--- src/hdl/stc_pkg.sv ---
`timescale 1ns / 1ps
// stc_pkg: shared types and constants of the scope trigger capture block
// no dependencies

package stc_pkg;

  localparam int WIDTH       = 320;
  localparam int POS_BITS    = 9;
  localparam int SAMPLE_BITS = 14;
  localparam int WAIT_BITS   = 24;
  localparam int COUNT_BITS  = 12;
  localparam int INDEX_BITS  = 3;
  localparam int DATA_BITS   = 24;

  localparam logic [POS_BITS-1:0]           POS_LAST  = POS_BITS'(WIDTH - 1);
  localparam logic [POS_BITS:0]             POS_SPAN  = (POS_BITS + 1)'(WIDTH);
  localparam logic [WAIT_BITS-1:0]          WAIT_MAX  = {WAIT_BITS{1'b1}};
  localparam logic signed [COUNT_BITS-1:0]  COUNT_MAX = COUNT_BITS'(2047);
  localparam logic signed [COUNT_BITS-1:0]  COUNT_END = COUNT_BITS'(WIDTH - 1);
  localparam logic signed [COUNT_BITS-1:0]  COUNT_NONE = '1;

  typedef enum logic [INDEX_BITS-1:0] {
    CFG_TRIGGER_X        = 3'd0,
    CFG_TRIGGER_LEVEL    = 3'd1,
    CFG_TRIGGER_PREF     = 3'd2,
    CFG_DISPLAY_MASK     = 3'd3,
    CFG_NO_TRIGGER_LIMIT = 3'd4
  } cfg_reg_t;

  typedef enum logic [1:0] {
    CH_NONE = 2'd0,
    CH_A    = 2'd1,
    CH_B    = 2'd2,
    CH_C    = 2'd3
  } chan_t;

  typedef enum logic {
    FUNC_SAMPLE  = 1'b0,
    FUNC_RESTART = 1'b1
  } func_t;

  typedef struct packed {
    logic [POS_BITS-1:0]    trigger_x;
    logic [SAMPLE_BITS-1:0] trigger_level;
    logic [1:0]             trigger_pref;
    logic [2:0]             display_mask;
    logic [WAIT_BITS-1:0]   no_trigger_limit;
  } cfg_t;

  typedef struct packed {
    logic                   func;
    logic [SAMPLE_BITS-1:0] sample_a;
    logic [SAMPLE_BITS-1:0] sample_b;
    logic [SAMPLE_BITS-1:0] sample_c;
    logic                   display_busy;
    logic                   display_buf;
  } item_t;

  typedef struct packed {
    logic                         wr_en;
    logic                         wr_buf;
    logic [POS_BITS-1:0]          wr_pos;
    logic [SAMPLE_BITS-1:0]       wr_a;
    logic [SAMPLE_BITS-1:0]       wr_b;
    logic [SAMPLE_BITS-1:0]       wr_c;
    logic                         capturing_now;
    logic                         capture_buf;
    logic signed [COUNT_BITS-1:0] captured_count;
    logic [POS_BITS-1:0]          offset_buf0;
    logic [POS_BITS-1:0]          offset_buf1;
    logic                         no_trigger_swap;
  } result_t;

endpackage

--- src/hdl/stc_core.sv ---
`timescale 1ns / 1ps
// stc_core: capture state registers and the single-pass update for one item
// depends on stc_pkg

module stc_core (
  input  logic             clk,
  input  logic             rst,
  input  logic             step,
  input  stc_pkg::item_t   item,
  input  stc_pkg::cfg_t    cfg,
  output stc_pkg::result_t res
);

  logic                                  capture_active;
  logic                                  fill_buffer;
  logic [stc_pkg::POS_BITS-1:0]          write_position;
  logic [stc_pkg::WAIT_BITS-1:0]         waiting_samples;
  logic [stc_pkg::SAMPLE_BITS-1:0]       previous_trigger_sample;
  logic [stc_pkg::POS_BITS-1:0]          draw_offsets [2];
  logic signed [stc_pkg::COUNT_BITS-1:0] captured_counts [2];

  logic                                  capture_active_next;
  logic                                  fill_buffer_next;
  logic [stc_pkg::POS_BITS-1:0]          write_position_next;
  logic [stc_pkg::WAIT_BITS-1:0]         waiting_samples_next;
  logic [stc_pkg::SAMPLE_BITS-1:0]       previous_trigger_sample_next;
  logic [stc_pkg::POS_BITS-1:0]          draw_offsets_next [2];
  logic signed [stc_pkg::COUNT_BITS-1:0] captured_counts_next [2];

  stc_pkg::chan_t                  ch;
  logic [stc_pkg::SAMPLE_BITS-1:0] tsample;
  logic [stc_pkg::POS_BITS-1:0]    tx;
  logic                            start;
  logic                            wr;
  logic [stc_pkg::POS_BITS:0]      wrap_pos;

  // trigger channel choice
  always_comb begin
    if (cfg.trigger_pref == stc_pkg::CH_NONE) begin
      ch = stc_pkg::CH_NONE;
    end else if ((cfg.trigger_pref == stc_pkg::CH_C && cfg.display_mask[2]) ||
                 cfg.display_mask == 3'b100) begin
      ch = stc_pkg::CH_C;
    end else if ((cfg.trigger_pref == stc_pkg::CH_B || !cfg.display_mask[0]) &&
                 cfg.display_mask[1]) begin
      ch = stc_pkg::CH_B;
    end else begin
      ch = stc_pkg::CH_A;
    end
  end

  assign tsample = (ch == stc_pkg::CH_A) ? item.sample_a :
                   (ch == stc_pkg::CH_B) ? item.sample_b : item.sample_c;
  assign tx = (cfg.trigger_x > stc_pkg::POS_LAST) ? stc_pkg::POS_LAST : cfg.trigger_x;
  assign wrap_pos = {1'b0, write_position} + stc_pkg::POS_SPAN - {1'b0, tx};

  always_comb begin
    capture_active_next          = capture_active;
    fill_buffer_next             = fill_buffer;
    write_position_next          = write_position;
    waiting_samples_next         = waiting_samples;
    previous_trigger_sample_next = previous_trigger_sample;
    draw_offsets_next            = draw_offsets;
    captured_counts_next         = captured_counts;
    start                        = 1'b0;
    wr                           = 1'b0;
    res                          = '0;

    if (item.func == stc_pkg::FUNC_RESTART) begin
      capture_active_next          = 1'b0;
      write_position_next          = '0;
      waiting_samples_next         = '0;
      previous_trigger_sample_next = '0;
    end else begin
      start = !capture_active && (!item.display_busy || fill_buffer != item.display_buf) &&
              (ch == stc_pkg::CH_NONE ||
               (waiting_samples > {{(stc_pkg::WAIT_BITS - stc_pkg::POS_BITS){1'b0}}, tx} &&
                previous_trigger_sample < cfg.trigger_level &&
                tsample >= cfg.trigger_level));
      if (start) begin
        capture_active_next = 1'b1;
        if (ch == stc_pkg::CH_NONE) begin
          write_position_next               = '0;
          draw_offsets_next[fill_buffer]    = '0;
          captured_counts_next[fill_buffer] = stc_pkg::COUNT_NONE;
        end else begin
          draw_offsets_next[fill_buffer] = (write_position >= tx) ?
              (write_position - tx) : wrap_pos[stc_pkg::POS_BITS-1:0];
          captured_counts_next[fill_buffer] =
              $signed({{(stc_pkg::COUNT_BITS - stc_pkg::POS_BITS){1'b0}}, tx}) -
              stc_pkg::COUNT_BITS'(1);
        end
      end

      // buffer full
      if (capture_active_next &&
          captured_counts_next[fill_buffer] == stc_pkg::COUNT_END) begin
        fill_buffer_next     = ~fill_buffer;
        waiting_samples_next = '0;
        capture_active_next  = 1'b0;
      end

      wr = capture_active_next || !item.display_busy || fill_buffer_next != item.display_buf;
      if (wr) begin
        res.wr_en  = 1'b1;
        res.wr_buf = fill_buffer_next;
        res.wr_pos = write_position_next;
        res.wr_a   = item.sample_a;
        res.wr_b   = item.sample_b;
        res.wr_c   = item.sample_c;
        if (ch != stc_pkg::CH_NONE) begin
          previous_trigger_sample_next = tsample;
        end
        if (write_position_next >= stc_pkg::POS_LAST) begin
          write_position_next = '0;
        end else begin
          write_position_next = write_position_next + stc_pkg::POS_BITS'(1);
        end
        if (captured_counts_next[fill_buffer_next] < stc_pkg::COUNT_MAX) begin
          captured_counts_next[fill_buffer_next] =
              captured_counts_next[fill_buffer_next] + stc_pkg::COUNT_BITS'(1);
        end
        if (!capture_active_next) begin
          if (waiting_samples_next < stc_pkg::WAIT_MAX) begin
            waiting_samples_next = waiting_samples_next + stc_pkg::WAIT_BITS'(1);
          end
          // timeout swap, draw untriggered
          if (waiting_samples_next > cfg.no_trigger_limit && write_position_next == '0) begin
            fill_buffer_next                    = ~fill_buffer_next;
            waiting_samples_next                = '0;
            draw_offsets_next[fill_buffer_next] = '0;
            res.no_trigger_swap                 = 1'b1;
          end
        end
      end
    end

    res.capturing_now  = capture_active_next;
    res.capture_buf    = fill_buffer_next;
    res.captured_count = captured_counts_next[fill_buffer_next];
    res.offset_buf0    = draw_offsets_next[0];
    res.offset_buf1    = draw_offsets_next[1];
  end

  always_ff @(posedge clk) begin
    if (rst) begin
      capture_active          <= 1'b0;
      fill_buffer             <= 1'b0;
      write_position          <= '0;
      waiting_samples         <= '0;
      previous_trigger_sample <= '0;
      draw_offsets[0]         <= '0;
      draw_offsets[1]         <= '0;
      captured_counts[0]      <= '0;
      captured_counts[1]      <= '0;
    end else if (step) begin
      capture_active          <= capture_active_next;
      fill_buffer             <= fill_buffer_next;
      write_position          <= write_position_next;
      waiting_samples         <= waiting_samples_next;
      previous_trigger_sample <= previous_trigger_sample_next;
      draw_offsets[0]         <= draw_offsets_next[0];
      draw_offsets[1]         <= draw_offsets_next[1];
      captured_counts[0]      <= captured_counts_next[0];
      captured_counts[1]      <= captured_counts_next[1];
    end
  end

endmodule

--- src/hdl/scope_trigger_capture_top.sv ---
`timescale 1ns / 1ps
// scope_trigger_capture_top: three-channel edge trigger capture with ping-pong buffers
// depends on stc_pkg and stc_core
//
//   port group   direction  handshake             payload
//   in           to block   in_valid / in_ready   func, sample_a/b/c, display_busy/buf
//   out          from block out_valid / out_ready wr_*, capturing_now ... no_trigger_swap
//   cfg          to block   cfg_valid / cfg_ready cfg_index, cfg_data
//
// one item per cycle while the result register has room; each result passes the
// input register, then the state update into the result register
// in_ready drops only while the result register is full and out_ready is low
// cfg_ready is always high; rst is synchronous and clears capture state, config registers and valid flags

module scope_trigger_capture_top (
  input  logic                                  clk,
  input  logic                                  rst,
  input  logic                                  in_valid,
  output logic                                  in_ready,
  input  logic                                  func,
  input  logic [stc_pkg::SAMPLE_BITS-1:0]       sample_a,
  input  logic [stc_pkg::SAMPLE_BITS-1:0]       sample_b,
  input  logic [stc_pkg::SAMPLE_BITS-1:0]       sample_c,
  input  logic                                  display_busy,
  input  logic                                  display_buf,
  output logic                                  out_valid,
  input  logic                                  out_ready,
  output logic                                  wr_en,
  output logic                                  wr_buf,
  output logic [stc_pkg::POS_BITS-1:0]          wr_pos,
  output logic [stc_pkg::SAMPLE_BITS-1:0]       wr_a,
  output logic [stc_pkg::SAMPLE_BITS-1:0]       wr_b,
  output logic [stc_pkg::SAMPLE_BITS-1:0]       wr_c,
  output logic                                  capturing_now,
  output logic                                  capture_buf,
  output logic signed [stc_pkg::COUNT_BITS-1:0] captured_count,
  output logic [stc_pkg::POS_BITS-1:0]          offset_buf0,
  output logic [stc_pkg::POS_BITS-1:0]          offset_buf1,
  output logic                                  no_trigger_swap,
  input  logic                                  cfg_valid,
  output logic                                  cfg_ready,
  input  logic [stc_pkg::INDEX_BITS-1:0]        cfg_index,
  input  logic [stc_pkg::DATA_BITS-1:0]         cfg_data
);

  stc_pkg::cfg_t    cfg;
  stc_pkg::item_t   item;
  stc_pkg::result_t res;
  stc_pkg::result_t res_q;
  logic             item_valid;
  logic             step;

  assign cfg_ready = 1'b1;

  always_ff @(posedge clk) begin
    if (rst) begin
      cfg.trigger_x        <= stc_pkg::POS_BITS'(160);
      cfg.trigger_level    <= stc_pkg::SAMPLE_BITS'(8192);
      cfg.trigger_pref     <= stc_pkg::CH_A;
      cfg.display_mask     <= 3'b111;
      cfg.no_trigger_limit <= stc_pkg::WAIT_BITS'(20000);
    end else if (cfg_valid) begin
      unique case (cfg_index)
        stc_pkg::CFG_TRIGGER_X: begin
          cfg.trigger_x <= cfg_data[stc_pkg::POS_BITS-1:0];
        end
        stc_pkg::CFG_TRIGGER_LEVEL: begin
          cfg.trigger_level <= cfg_data[stc_pkg::SAMPLE_BITS-1:0];
        end
        stc_pkg::CFG_TRIGGER_PREF: begin
          cfg.trigger_pref <= cfg_data[1:0];
        end
        stc_pkg::CFG_DISPLAY_MASK: begin
          cfg.display_mask <= cfg_data[2:0];
        end
        stc_pkg::CFG_NO_TRIGGER_LIMIT: begin
          cfg.no_trigger_limit <= cfg_data[stc_pkg::WAIT_BITS-1:0];
        end
        default: begin
        end
      endcase
    end
  end

  // input register feeds the update when the result register has room
  assign step     = item_valid && (!out_valid || out_ready);
  assign in_ready = !item_valid || step;

  always_ff @(posedge clk) begin
    if (rst) begin
      item_valid <= 1'b0;
    end else if (in_ready) begin
      item_valid <= in_valid;
    end
  end

  always_ff @(posedge clk) begin
    if (in_valid && in_ready) begin
      item <= '{func: func, sample_a: sample_a, sample_b: sample_b, sample_c: sample_c,
                display_busy: display_busy, display_buf: display_buf};
    end
  end

  stc_core u_core (
    .clk  (clk),
    .rst  (rst),
    .step (step),
    .item (item),
    .cfg  (cfg),
    .res  (res)
  );

  always_ff @(posedge clk) begin
    if (rst) begin
      out_valid <= 1'b0;
    end else if (step) begin
      out_valid <= 1'b1;
    end else if (out_ready) begin
      out_valid <= 1'b0;
    end
  end

  always_ff @(posedge clk) begin
    if (step) begin
      res_q <= res;
    end
  end

  assign wr_en           = res_q.wr_en;
  assign wr_buf          = res_q.wr_buf;
  assign wr_pos          = res_q.wr_pos;
  assign wr_a            = res_q.wr_a;
  assign wr_b            = res_q.wr_b;
  assign wr_c            = res_q.wr_c;
  assign capturing_now   = res_q.capturing_now;
  assign capture_buf     = res_q.capture_buf;
  assign captured_count  = res_q.captured_count;
  assign offset_buf0     = res_q.offset_buf0;
  assign offset_buf1     = res_q.offset_buf1;
  assign no_trigger_swap = res_q.no_trigger_swap;

`ifndef SYNTHESIS
  a_pos_range: assert property (@(posedge clk) disable iff (rst)
    out_valid |-> (wr_pos <= stc_pkg::POS_LAST && offset_buf0 <= stc_pkg::POS_LAST &&
                   offset_buf1 <= stc_pkg::POS_LAST))
    else $error("write position or draw offset out of buffer range");

  a_swap_idle: assert property (@(posedge clk) disable iff (rst)
    (out_valid && no_trigger_swap) |-> (wr_en && !capturing_now && wr_buf != capture_buf))
    else $error("timeout swap without an idle write into the other buffer");

  a_no_write_zero: assert property (@(posedge clk) disable iff (rst)
    (out_valid && !wr_en) |-> (wr_pos == '0 && !no_trigger_swap))
    else $error("write fields set without a write");

  a_stall_hold: assert property (@(posedge clk) disable iff (rst)
    (item_valid && !step) |=> (item_valid && $stable(item)))
    else $error("stalled item lost or changed in the input register");
`endif

endmodule

--- config.mk ---
export PLATFORM = sky130hd
export DESIGN_NAME = scope_trigger_capture_top
export DESIGN_NICKNAME = d
export VERILOG_FILES = /design/src/hdl/stc_pkg.sv /design/src/hdl/stc_core.sv /design/src/hdl/scope_trigger_capture_top.sv
export SDC_FILE = /design/constraint.sdc
export NUM_CORES = 1
export LEC_CHECK = 0
export ABC_CLOCK_PERIOD_IN_PS = 12950
export BUFFER_PORTS_ARGS = -buffer_cell sky130_fd_sc_hd__buf_2
export CORE_ASPECT_RATIO = 0.8
export CORE_UTILIZATION = 55
export DETAILED_ROUTE_END_ITERATION = 8
export GPL_TIMING_DRIVEN = 0
export PLACE_DENSITY = 0.86
export SLEW_MARGIN = 20
export SYNTH_ARGS = -nofsm -noshare
export SYNTH_HDL_FRONTEND = slang
export SYNTH_HIERARCHICAL = 1
export SYNTH_SLANG_ARGS = --single-unit
--- constraint.sdc ---
create_clock -name clk -period 12.95 [get_ports clk]
set_input_delay 3.2375 -clock clk [delete_from_list [all_inputs] [get_ports clk]]
set_output_delay 3.2375 -clock clk [all_outputs]
set_load 0.1 [all_outputs]
# ---- Word level (Yosys, flattened, before mapping)
# Cells that the tools add are included.
dict set report totals {
  elab_cells 199
  output_inout_bits 89
  register_bits 276
}
dict set report classes {
  magnitude_cmp 16
  addsub 7
  n_eq_ne 12
  bitwise_logic 12
  mux 76
  n_reduce_logical 42
}
# op count
set op_table {}
lappend op_table {{$mux 24} 16}
lappend op_table {{$mux 12} 11}
lappend op_table {{$mux 18} 7}
lappend op_table {{$mux 9} 12}
lappend op_table {{$mux 14} 5}
lappend op_table {{$mux 53} 1}
lappend op_table {{$bwmux 24} 2}
lappend op_table {{$and 18x18->18} 2}
lappend op_table {{$not 18->18} 2}
lappend op_table {{$add 24x1->24 const B} 1}
lappend op_table {{$demux 12 s1} 2}
lappend op_table {{$gt 24x24->1} 1}
lappend op_table {{$gt 24x9->1} 1}
lappend op_table {{$lt 24x24->1 const B} 1}
lappend op_table {{$or 24x24->24} 1}
lappend op_table {{$bwmux 18} 1}
lappend op_table {{$demux 9 s1} 2}
lappend op_table {{$sub 9x9->9} 2}
lappend op_table {{$ge 14x14->1} 1}
lappend op_table {{$lt 14x14->1} 1}
lappend op_table {{$mux 1} 14}
lappend op_table {{$logic_and 1x1->1} 13}
lappend op_table {{$add 12x2->12 const B} 1}
lappend op_table {{$eq 12x10->1 const B} 1}
lappend op_table {{other kinds (28)} 64}

# ---- Longest topological paths before layout
# Gate-level depths: netlist of the first run.
dict set report logic_depth {
  word_depth 37
  mapped_depth 47
}

# ---- Modules after synthesis
# The synthesis of the first run kept the hierarchy.
# module cells_per_inst instances area_each_um2
set by_module_without_submodules {}
lappend by_module_without_submodules {stc_core 1437 1 10189.8}
lappend by_module_without_submodules {scope_trigger_capture_top 355 1 6219.7}

# ---- Least setup slack after synthesis of the first run
# OpenSTA, ideal clock, no wires.
dict set report synth_timing {
  path_type {reg2reg}
  from {register, netlist name cfg[28]}
  to {register res_q (netlist bit offset_buf1[8]) (data pin)}
  path_slack_ps 3608
  stages_incl_launch_ff 44
  setup_ps 256
  arrival_ps 9085
  path_buffers 7
  cell_sequence {dfxtp_1 > nor2_1 > clkbuf_1 > buf_1 > a21oi_1 > clkbuf_1 > a21oi_1 > ha_1 > a41o_1 > a211oi_1 > nor4b_1 > a221oi_2 > o221a_2 > buf_4 > nor2_1 > o211ai_1 > o21ai_1 > a21oi_1 > (+8 left out) > and3_1 > nand2_1 > nor3_1 > xnor2_1 > nor2_1 > ha_1 > nand4_1 > nor4_1 > a2111oi_0 > or4_1 > clkbuf_1 > nand2_1 > o221ai_1 > nor3_2 > and2_1 > buf_2 > o21bai_1 > a22o_1}
}
# item line_no
set synth_rtl {}
lappend synth_rtl {{to (signal assigned)} scope_trigger_capture_top.sv:125} ;# res_q <= res;
lappend synth_rtl {{to (decl)} scope_trigger_capture_top.sv:49} ;# stc_pkg::result_t res_q;

==> metrics.md, run 1 <==
| Metric | Value |
|---|---|
| Status | `completed` |
| Starting Density | `56.0%` |
| Slowest stage cell, crit path | `nor4_2` |
| Via count | `15,300` |
| Compound-Gate Fraction of Synth Area | `15.4%` |
| Initial antenna violation count | `0` |
| Largest delay share family, worst path | `simple AND/OR/NAND/NOR gates` |
| Worst-path fanout max | `10` |
| Final-report hold violation count | `0` |
| First-pass GRT wire length | `83,700 µm` |
| Total gr overflow | `0` |
| Largest family of logic cells by synthesized area | `simple AND/OR/NAND/NOR gates` |
| Sequential share of power | `44.3%` |
| Worst-case reg-to-reg path depth | `45` |
| Netlist cell types | `96` |
| Setup Skew | `18.3 ps` |
| Final TNS setup | `0 ps` |
| CTS tree | `yes` |
| Final cycle utilization of the critical path | `between 90% and 100%` |
| Slew margin rel. | `31.1%` |
| Grt met1 use | `49.2%` |
| Synth Register Bits | `approximately 280` |
| Cell with the most instances on the worst path | `clkbuf_1` |
| CP Capture Type | `flop` |
| Most frequent cells in the layout | `nor2_1 (233), buf_2 (173), dfxtp_1 (145)` |
| Die ar. | `about 30,000 µm²` |
| Syn Std Cell Area | `16,400 µm²` |
| ANT nets after route | `0` |
| Clk buf depth | `3` |
| Seq. cell area | `about 7000 µm²` |
| Worst-path clk slew | `about 60 ps` |
| Area share of and/or/nand/nor cells after synthesis | `a little over a fifth` |
| M3 GR Usage | `7.20%` |
| Grt met2 use | `55.5%` |
| Fillers | `2,377` |
| IO Pins | `166` |
| Die X | `195 µm` |
| Layout area overhead | `14.5%` |
| Net load switching power | `0.656 mW` |
| # port buffers | `163` |
| Hold Path End | `u_core/draw_offsets[14]` |
| Grt peak-use layer | `met2` |
| # H-tree levels | `1` |
| Post-Synth XOR/XNOR Area | `under 10%` |
| Clk pwr share | `39.4%` |
| DP HPWL | `40,400 µm` |
| Worst path bufs/invs | `11` |
| Slew @ Worst Pin | `1020 ps` |
| Layout cells sized above 1 | `14.4%` |
| Final nets | `about 2,200` |
| Routed Wire Length | `roughly 54,000 µm` |
| Gate Count Post-Synth | `1,792` |
| Setup ws final | `545 ps` |
| Die Span Y | `approximately 160 µm` |
| Main synth FF type | `dfxtp_1` |
| Sink Count | `276` |
| Pwr Total | `approximately 2.2 mW` |
| Drt initial violations | `1,865` |
| Final Non-Filler Cells | `2,391` |
| Hold Crit Class | `reg2reg` |
| Routability congestion estimate from global placement | `1.02` |
| Pre-CTS setup slack | `-341 ps` |
| Clock latency on the worst-skew pair | `600 ps` |
| GRT Util Overall | `35.5%` |
| Commonest non-fill, non-tap cell in the layout | `nor2_1` |
| Worst R2R Start | `cfg[28]` |
| Multi-input logic area | `roughly 9000 µm²` |
| Power density over the cells | `116 nW/µm²` |
| Vias in the first global route | `14,800` |
| Hold_buf cts | `0` |
| Reg2reg setup slack | `550 ps` |
| Residual DRC count | `0` |
| Placeable Area | `29,300 µm²` |
| Portion of netlist area occupied by mux cells | `6.11%` |
| Critical Path Start Type | `flop` |
| Logic pwr share | `16.3%` |
| Area share of fa/ha/maj cells after synthesis | `under 10%` |
| Cts bufs inserted | `29` |
| Setup CP Type | `reg2reg` |
| EDFF count, synth | `approximately 130` |
| Yosys warnings | `6` |
| FP Rows | `56` |
| Area contributors post-synth | `edfxtp_1 (24%), dfxtp_1 (18%), ha_1 (6.2%)` |
| CP peak stage delay | `550 ps` |
| First-pass iteration count of the detailed router | `7` |
| RSZ-0062 raised after global routing | `false` |
| Syn nets | `1,958` |
| Sequential share of the synthesized area | `41.7%` |
| Vias per cell | `6.40` |
| Largest net degree at the start of global routing | `60` |
| Final Setup Violations | `0` |
| Placed Instances | `2,334` |
| Wire per inst | `~23 µm` |
| WHS Path Cells | `1` |
| Max IR drop VDD | `0.100 mV` |
| Pleak | `7.35 nW` |
| Mean Syn Cell Area | `9.16 µm²` |
| Max Slew Vio Count | `0` |
| Max-cap violations | `0` |
| Critical path data arrival time | `between 10,000 and 15,000 ps` |
| Beginning of the worst hold path | `u_core/draw_offsets[14]` |
| Highest clock rate | `80.6 MHz` |
| Root buffer cell | `clkbuf_16` |
| Async SR Flop Fraction | `0%` |
| Top-area cell type share of the netlist area | `24.0%` |
| Synth area leader | `edfxtp_1` |
| WP data required | `13,270 ps` |
| Power Internal | `1.52 mW` |
| Minimum clock period | `roughly 12,000 ps` |
| Switch share | `a little under a third` |
| RR Endpoint | `captured_count[6]` |
## cell usage after synthesis (10+ instances only)
master      n
nor2_1    233
a22oi_1    20
nor3_1     52
a31oi_1    14
a21o_1     16
o21ai_1    16
a21oi_1   114
nand2b_1   79
nand2_1   116
buf_2      10
and3_1     16
ha_1       81
nand4_1    26
a211oi_1   18
xor2_1     22
or3_1      17
dfxtp_1   145
xnor2_1    42
a22o_1     18
nor3b_1    14
and2_1     51
nand3_1    38
o211ai_1   14
mux2i_1    90
edfxtp_1  131
o21ai_0    52
inv_1      80
clkbuf_1   75
## worst register-to-register path, delay by kind of cell, from the launching register on
kind                       cells  cell delay (ps)
xor gates and xnor gates       1              220
DFF                            1              440
adders and majority gates      3              930
and+or+nand+nor               17             4510
buffers and inverters         11             2660
AOI/OAI and AO/OA             13             3360
## metrics by stage
stage | util, % | hold WS [ps] | instance area (µm²)
2_1_floorplan | - | 432 | 16400
3_3_place_gp | 60.4 | 441 | 17700
3_5_place_dp | 60.6 | 446 | 17700
4_1_cts | 63.9 | 467 | 18700
5_1_grt | 64.2 | 480 | 18800
6_report | 64.2 | 467 | 18800
## routing by layer
layer / routed length, µm / share of wire (%)
met2: 23600 / 43
met5: 0 / 0
met4: 1680 / 3.1
met1: 22600 / 42
met3: 6430 / 12
## cell families after synthesis
group           count (synthesis)
mux                            99
simple gates                  708
buf+inv                       181
other cells                     1
fa+ha+maj                      89
compound gates                374
flops                         276
xor+xnor                       64
## power groups by stage
stage                     logic (mW)  clock network (mW)  registers [mW]
final                          0.355               0.860           0.965
after global placement         0.333                   0           0.984
after global routing           0.372               0.898           0.967
after floorplan                0.155                   0            1.07
after CTS                      0.345               0.868           0.964
after detailed placement       0.343                   0           0.983
## registers in the layout (all words and copies together), names as in the netlist
signal and flops:
u_core/fill_buffer 1, capturing_now 1, cfg 52, wr_b 14, capture_buf 1, wr_a 14, wr_buf 1, captured_count 12
wr_pos 9, u_core/write_position 9, offset_buf1 9, item 45, u_core/waiting_samples 24, item_valid 1, wr_en 1, u_core/captured_counts 24
out_valid 1, u_core/previous_trigger_sample 14, offset_buf0 9, u_core/capture_active 1, wr_c 14, u_core/draw_offsets 18, no_trigger_swap 1
## worst max path at each step
stage,start,to,slack [ps],depth (start not counted)
finish,cfg[28],captured_count[6],550,45
global route,cfg[28],offset_buf1[6],60,45
CTS,cfg[28],captured_count[1],20,43
detailed placement,cfg[28],captured_count[1],-340,43
global placement,cfg[28],captured_count[1],-200,43
floorplan,cfg[28],offset_buf1[8],3610,43
## cell type report
class	count	share of cell area, %
tap	377	2.51
multi-input combinational	1335	47.4
clock buffer	39	4.28
buffer	98	2.23
antenna	1	0.0133
inverter	83	1.66
timing repair buffer	167	4.74
clock inverter	15	0.845
sequential	276	36.4
## what timing repair did
item / in CTS / in global routing
buffers inserted: 0 / 2
pin swaps: 0 / 1
gates resized for setup: 3 / 11
setup endpoints to repair: 59 / 68
No activity file was read; power rests on OpenSTA's default activity.
==> run 2, diff against run 1 <==
--- a/config.mk
+++ b/config.mk
@@ -12,6 +12,7 @@
 export DETAILED_ROUTE_END_ITERATION = 8
 export GPL_TIMING_DRIVEN = 0
 export PLACE_DENSITY = 0.86
+export SETUP_SLACK_MARGIN = 0.5
 export SLEW_MARGIN = 20
 export SYNTH_ARGS = -nofsm -noshare
 export SYNTH_HDL_FRONTEND = slang
==> constraint.sdc (replaced) <==
create_clock -name clk -period 12.95 [get_ports clk]
set_input_delay 1.295 -clock clk [delete_from_list [all_inputs] [get_ports clk]]
set_output_delay 1.295 -clock clk [all_outputs]
set_load 0.1 [all_outputs]
==> metrics.md, run 2 (synthesis gave the netlist of run 1 again) <==
| Metric | Value |
|---|---|
| Status | `completed` |
| RSZ-0062 raised after global routing | `false` |
| Final Util | `64.3% (+0.11 points)` |
| Clk pwr share | `39.4% (about the same)` |
| Setup ws final | `796 ps (+251 ps)` |
| Final-report hold violation count | `0 (unchanged)` |
| Final cycle utilization of the critical path | `93.9% (-1.9 points)` |
| Placed Instances | `2,334 (unchanged)` |
| First-pass GRT wire length | `83,800 µm (about the same)` |
| WP data required | `13,250 ps (-20 ps)` |
| Cell with the most instances on the worst path | `nand2_1` |
| Sequential share of power | `44.3% (about the same)` |
| Final nets | `2,156 (unchanged)` |
| Pre-CTS setup slack | `-341 ps (unchanged)` |
| Cell area after layout | `18,800 µm² (+0.17%)` |
| Max-cap violations | `0 (unchanged)` |
| Most frequent cells in the layout | `nor2_1 (231), buf_2 (174), dfxtp_1 (145)` |
| Residual DRC count | `0 (unchanged)` |
| Max IR drop VDD | `0.0988 mV (-1.2%)` |
| Root buffer cell | `clkbuf_16` |
| CP peak stage delay | `490 ps (-60 ps)` |
| Final Setup Violations | `0 (unchanged)` |
| Routability congestion estimate from global placement | `1.02 (unchanged)` |
| Sink Count | `276 (unchanged)` |
| Vias in the first global route | `14,800 (-0.094%)` |
| Wire per inst | `22.8 µm (+0.40%)` |
| Vias per cell | `6.41 (+0.13%)` |
| Hold Crit Class | `reg2reg` |
| DP HPWL | `40,400 µm (unchanged)` |
| Layout cells sized above 1 | `14.9% (+0.45 points)` |
| IO Pins | `166 (unchanged)` |
| Pwr Total | `2.18 mW (about the same)` |
| Total gr overflow | `0 (unchanged)` |
| # port buffers | `163 (unchanged)` |
| Cts bufs inserted | `29 (unchanged)` |
| Top reg by flops | `cfg` |
| Power Internal | `1.52 mW (about the same)` |
| Commonest non-fill, non-tap cell in the layout | `nor2_1` |
| # H-tree levels | `1 (unchanged)` |
| Die ar. | `30,500 µm² (unchanged)` |
| Critical Path Start Type | `flop` |
| CP Capture Type | `flop` |
| Drt initial violations | `1,936 (+3.8%)` |
| Final Non-Filler Cells | `2,391 (unchanged)` |
| Critical path data arrival time | `12,450 ps (-280 ps)` |
| Pleak | `7.36 nW (+0.24%)` |
| Clk buf depth | `3 (unchanged)` |
| Switch share | `30.1% (about the same)` |
| Setup Skew | `24.0 ps (+5.67 ps)` |
| Max reg flops | `52 (unchanged)` |
| GRT Util Overall | `35.5% (about the same)` |
| Highest clock rate | `82.3 MHz (+2.1%)` |
| Worst-case reg-to-reg path depth | `44 (-2.2%)` |
| Net load switching power | `0.655 mW (about the same)` |
| Placeable Area | `29,300 µm² (unchanged)` |
| Slew margin rel. | `23.6% (-7.5 points)` |
| DP Area | `17,700 µm² (unchanged)` |
| ANT nets after route | `0 (unchanged)` |
| CTS tree | `yes` |
| Die X | `195 µm (unchanged)` |
| Logic pwr share | `16.4% (about the same)` |
| Worst-path clk slew | `60 ps (about the same)` |
| Starting Density | `56.0% (unchanged)` |
| Die Span Y | `156 µm (unchanged)` |
| Initial antenna violation count | `0 (unchanged)` |
| Via count | `15,300 (+0.13%)` |
| Power density over the cells | `116 nW/µm² (-0.17%)` |
| Slowest stage cell, crit path | `or4_1` |
| WHS Path Cells | `1 (unchanged)` |
| Slew @ Worst Pin | `1140 ps (+122 ps)` |
| Clock latency on the worst-skew pair | `600 ps (about the same)` |
| Largest net degree at the start of global routing | `60 (unchanged)` |
| Max Slew Vio Count | `0 (unchanged)` |
| Minimum clock period | `12,150 ps (-251 ps)` |
| Setup CP Type | `reg2reg` |
| Routed Wire Length | `54,500 µm (+0.40%)` |
| FP Rows | `56 (unchanged)` |
| Worst-path fanout max | `10 (unchanged)` |
| Layout area overhead | `14.7%` |
| Top flop regs | `cfg (52), item (45)` |
| First-pass iteration count of the detailed router | `6 (-1)` |
[run 2: cell count changes in the layout (fill, tap and decap cells not counted), sizes merged]
cell / previous run / this run
buf: 188 / 189
clkbuf: 116 / 115
[run 2: cell type report]
| type | count | area (µm²) |
|---|---|---|
| fill | 2377 | 10500 |
| multi-input combinational | 1335 | 8930 |
| sequential | 276 | 6840 |
| timing repair buffer | 167 | 891 |
| clock buffer | 39 | 805 |
| tap | 377 | 472 |
| buffer | 98 | 424 |
| inverter | 83 | 312 |
| clock inverter | 15 | 159 |
| antenna | 1 | 2.50 |
[run 2: power by group through the flow]
| stage | Sequential, mW | Clock [mW] | Combinational, mW |
|---|---|---|---|
| final | 0.965 | 0.858 | 0.356 |
| after global routing | 0.967 | 0.898 | 0.373 |
| after CTS | 0.964 | 0.868 | 0.345 |
| after detailed placement | 0.983 | 0 | 0.343 |
| after global placement | 0.984 | 0 | 0.333 |
| after floorplan | 1.07 | 0 | 0.155 |
[run 2: metrics by stage]
stage | hold WS [ps] | setup TNS (ps)
6_report | 464 | 0
5_1_grt | 480 | 0
4_1_cts | 467 | 0
3_5_place_dp | 446 | -7500
3_3_place_gp | 441 | -1340
2_1_floorplan | 432 | 0
[run 2: worst paths after layout]
check,slack (ps),start,to
worst max-delay path,800,cfg[28],captured_count[1]
worst min-delay path,460,u_core/draw_offsets[14],u_core/draw_offsets[14]
worst max register to register,800,cfg[28],captured_count[1]
worst min register to register,460,u_core/draw_offsets[14],u_core/draw_offsets[14]
[run 2: per-layer routing]
layer / track usage [%] / share of wire, %
met5: 0 / 0
met4: 11.1 / 3.1
met3: 7.16 / 12
met2: 55.6 / 43
met1: 49.3 / 42
[run 2: worst max-delay path, delay by kind of cell, from the launching register on]
kind	cells	cell delay [ps]
compound gates	13	3470
xor+xnor	1	210
fa+ha+maj	3	900
buf+inv	9	2050
flops	1	370
mux	2	640
simple gates	16	4210
[run 2: timing repair]
action                     in CTS  in global routing
buffers inserted                0                  2
setup endpoints to repair      68                 69
pin swaps                       0                  1
gates resized for setup         7                 20
hold buffers                    0                  0
==> run 3, diff against run 2 <==
--- a/config.mk
+++ b/config.mk
@@ -8,10 +8,10 @@
 export ABC_CLOCK_PERIOD_IN_PS = 12950
 export BUFFER_PORTS_ARGS = -buffer_cell sky130_fd_sc_hd__buf_2
 export CORE_ASPECT_RATIO = 0.8
-export CORE_UTILIZATION = 55
+export CORE_UTILIZATION = 58
 export DETAILED_ROUTE_END_ITERATION = 8
 export GPL_TIMING_DRIVEN = 0
-export PLACE_DENSITY = 0.86
+export PLACE_DENSITY = 0.9
 export SETUP_SLACK_MARGIN = 0.5
 export SLEW_MARGIN = 20
 export SYNTH_ARGS = -nofsm -noshare
==> metrics.md, run 3 (synthesis gave the netlist of run 1 again) <==
| Metric | Value |
|---|---|
| Power Internal | `1.54 mW (+0.94%)` |
| Hold Crit Class | `reg2reg` |
| Clk buf depth | `3 (unchanged)` |
| Slew margin rel. | `16.8% (-6.8 points)` |
| # port buffers | `163 (unchanged)` |
| Slowest stage cell, crit path | `nor4_2` |
| Logic pwr share | `16.3% (about the same)` |
| Critical path data arrival time | `12,140 ps (-310 ps)` |
| Most frequent cells in the layout | `nor2_1 (233), buf_2 (174), dfxtp_1 (145)` |
| Layout area overhead | `14.9%` |
| Largest delay share family, worst path | `simple AND/OR/NAND/NOR gates` |
| Worst path bufs/invs | `9 (unchanged)` |
| Cts bufs inserted | `28 (-3.4%)` |
| Placeable Area | `27,500 µm² (-6.1%)` |
| # H-tree levels | `1 (unchanged)` |
| Pwr Total | `2.19 mW (+0.65%)` |
| Net load switching power | `0.655 mW (about the same)` |
| Vias per cell | `6.52 (+1.8%)` |
| Final Util | `68.6% (+4.3 points)` |
| IO Pins | `166 (unchanged)` |
| First-pass iteration count of the detailed router | `9 (+3)` |
| Fillers | `2,033 (-14%)` |
| Final-report hold violation count | `0 (unchanged)` |
| WHS Path Cells | `1 (unchanged)` |
| Worst-path fanout max | `10 (unchanged)` |
| Drt initial violations | `1,781 (-8.0%)` |
| Status | `completed` |
| Vias in the first global route | `14,600 (-1.7%)` |
| RR Endpoint | `captured_count[1]` |
| WP data required | `13,210 ps (-40 ps)` |
| Highest clock rate | `84.2 MHz (+2.3%)` |
| CTS tree | `yes` |
| Switch share | `29.9% (-0.20 points)` |
| Layout cells sized above 1 | `15.1% (+0.21 points)` |
| Beginning of the worst hold path | `u_core/draw_offsets[11]` |
| CP peak stage delay | `530 ps (+40 ps)` |
| Final TNS setup | `0 ps (unchanged)` |
| CP Depth | `44 (unchanged)` |
| Hold Slack | `465 ps (+1.57 ps)` |
| Critical Path Start Type | `flop` |
| DP HPWL | `40,100 µm (-0.74%)` |
| Max IR drop VDD | `0.139 mV (+41%)` |
| CP Capture Type | `flop` |
| Sink Count | `276 (unchanged)` |
| Die Span Y | `152 µm (-2.6%)` |
| Residual DRC count | `0 (unchanged)` |
| Max-cap violations | `0 (unchanged)` |
| Clk pwr share | `39.6% (+0.2 points)` |
| Via count | `15,500 (+1.2%)` |
| Die ar. | `29,000 µm² (-5.1%)` |
| Routed Wire Length | `54,900 µm (+0.66%)` |
| Sequential share of power | `44.0% (-0.3 points)` |
| FP Rows | `54 (-3.6%)` |
| Starting Density | `59.7% (+3.6 points)` |
| Multi-input logic area | `8930 µm² (about the same)` |
| Setup Skew | `27.8 ps (+3.84 ps)` |
| Seq. cell area | `6840 µm² (unchanged)` |
| Hold Path End | `u_core/draw_offsets[11]` |
| Max reg flops | `52 (unchanged)` |
| RSZ-0062 raised after global routing | `false` |
| Hold_buf cts | `0 (unchanged)` |
| Worst R2R Start | `cfg[28]` |
| GRT Util Overall | `37.3% (+1.8 points)` |
| Top reg by flops | `cfg` |
| Commonest non-fill, non-tap cell in the layout | `nor2_1` |
| Power density over the cells | `116 nW/µm² (+0.52%)` |
| Final nets | `2,156 (unchanged)` |
| Top flop regs | `cfg (52), item (45)` |
| Worst-path clk slew | `70 ps (about the same)` |
| Wire per inst | `23.1 µm (+1.3%)` |
| Largest net degree at the start of global routing | `59 (-1.7%)` |
| ANT nets after route | `0 (unchanged)` |
| Root buffer cell | `clkbuf_16` |
| Final Setup Violations | `0 (unchanged)` |
| Die X | `190 µm (-2.6%)` |
| Minimum clock period | `11,880 ps (-272 ps)` |
| Clock latency on the worst-skew pair | `570 ps (-30 ps)` |
| Slew @ Worst Pin | `1230 ps (+92.8 ps)` |
| Routability congestion estimate from global placement | `1.00 (-1.5%)` |
| Total gr overflow | `0 (unchanged)` |
| First-pass GRT wire length | `82,900 µm (-1.0%)` |
| Setup CP Type | `reg2reg` |
| Reg2reg setup slack | `1070 ps (+270 ps)` |
| Max Slew Vio Count | `0 (unchanged)` |
| Final cycle utilization of the critical path | `91.7% (-2.1 points)` |
| Pleak | `7.37 nW (+0.11%)` |
| Initial antenna violation count | `0 (unchanged)` |
| Worst-case reg-to-reg path depth | `44 (unchanged)` |
-- run 3: routing by layer --
| metal | vias to the layer above | global-route usage [%] | share of wire (%) |
|---|---|---|---|
| met2 | 1098 | 56.3 | 44 |
| met4 | 0 | 13.2 | 3.5 |
| met1 | 7417 | 52.0 | 40 |
| li1 | 6829 | - | - |
| met5 | - | 0 | 0 |
| met3 | 155 | 8.96 | 13 |
-- run 3: repair_timing --
action,4_1_cts,5_1_grt
pin swaps,0,1
cloned,0,0
setup endpoints to repair,61,68
resized for setup,5,16
buffers inserted,0,3
-- run 3: worst max-delay path by stage --
stage | startpoint | endpoint | slack [ps]
after floorplan | cfg[28] | offset_buf1[8] | 3610
after CTS | cfg[28] | captured_count[1] | 710
after global routing | cfg[28] | captured_count[7] | 650
after detailed placement | cfg[28] | captured_count[1] | 90
after global placement | cfg[28] | captured_count[1] | 170
final | cfg[28] | captured_count[1] | 1070
-- run 3: through the flow --
stage               cell area, µm²  instances  setup slack (ps)
floorplan                    16400       1792              3610
global placement             17700       2319               169
detailed placement           17700       2321              94.7
CTS                          18800       2373               706
global route                 18800       2376               654
finish                       18900       2377              1070
-- run 3: layout make-up --
| cell class | instances | area share [%] |
|---|---|---|
| Clock buffer | 37 | 4.41 |
| Sequential cell | 276 | 36.3 |
| Buffer | 98 | 2.23 |
| Multi-Input combinational cell | 1335 | 47.4 |
| Tap cell | 364 | 2.42 |
| Inverter | 83 | 1.65 |
| Antenna cell | 1 | 0.0133 |
| Timing Repair Buffer | 168 | 4.77 |
| Clock inverter | 15 | 0.863 |
-- run 3: power groups by stage --
stage               logic (mW)  registers [mW]  clock network [mW]
finish                   0.358           0.966               0.870
global route             0.374           0.968               0.905
CTS                      0.346           0.965               0.871
detailed placement       0.341           0.983                   0
global placement         0.333           0.984                   0
floorplan                0.155            1.07                   0
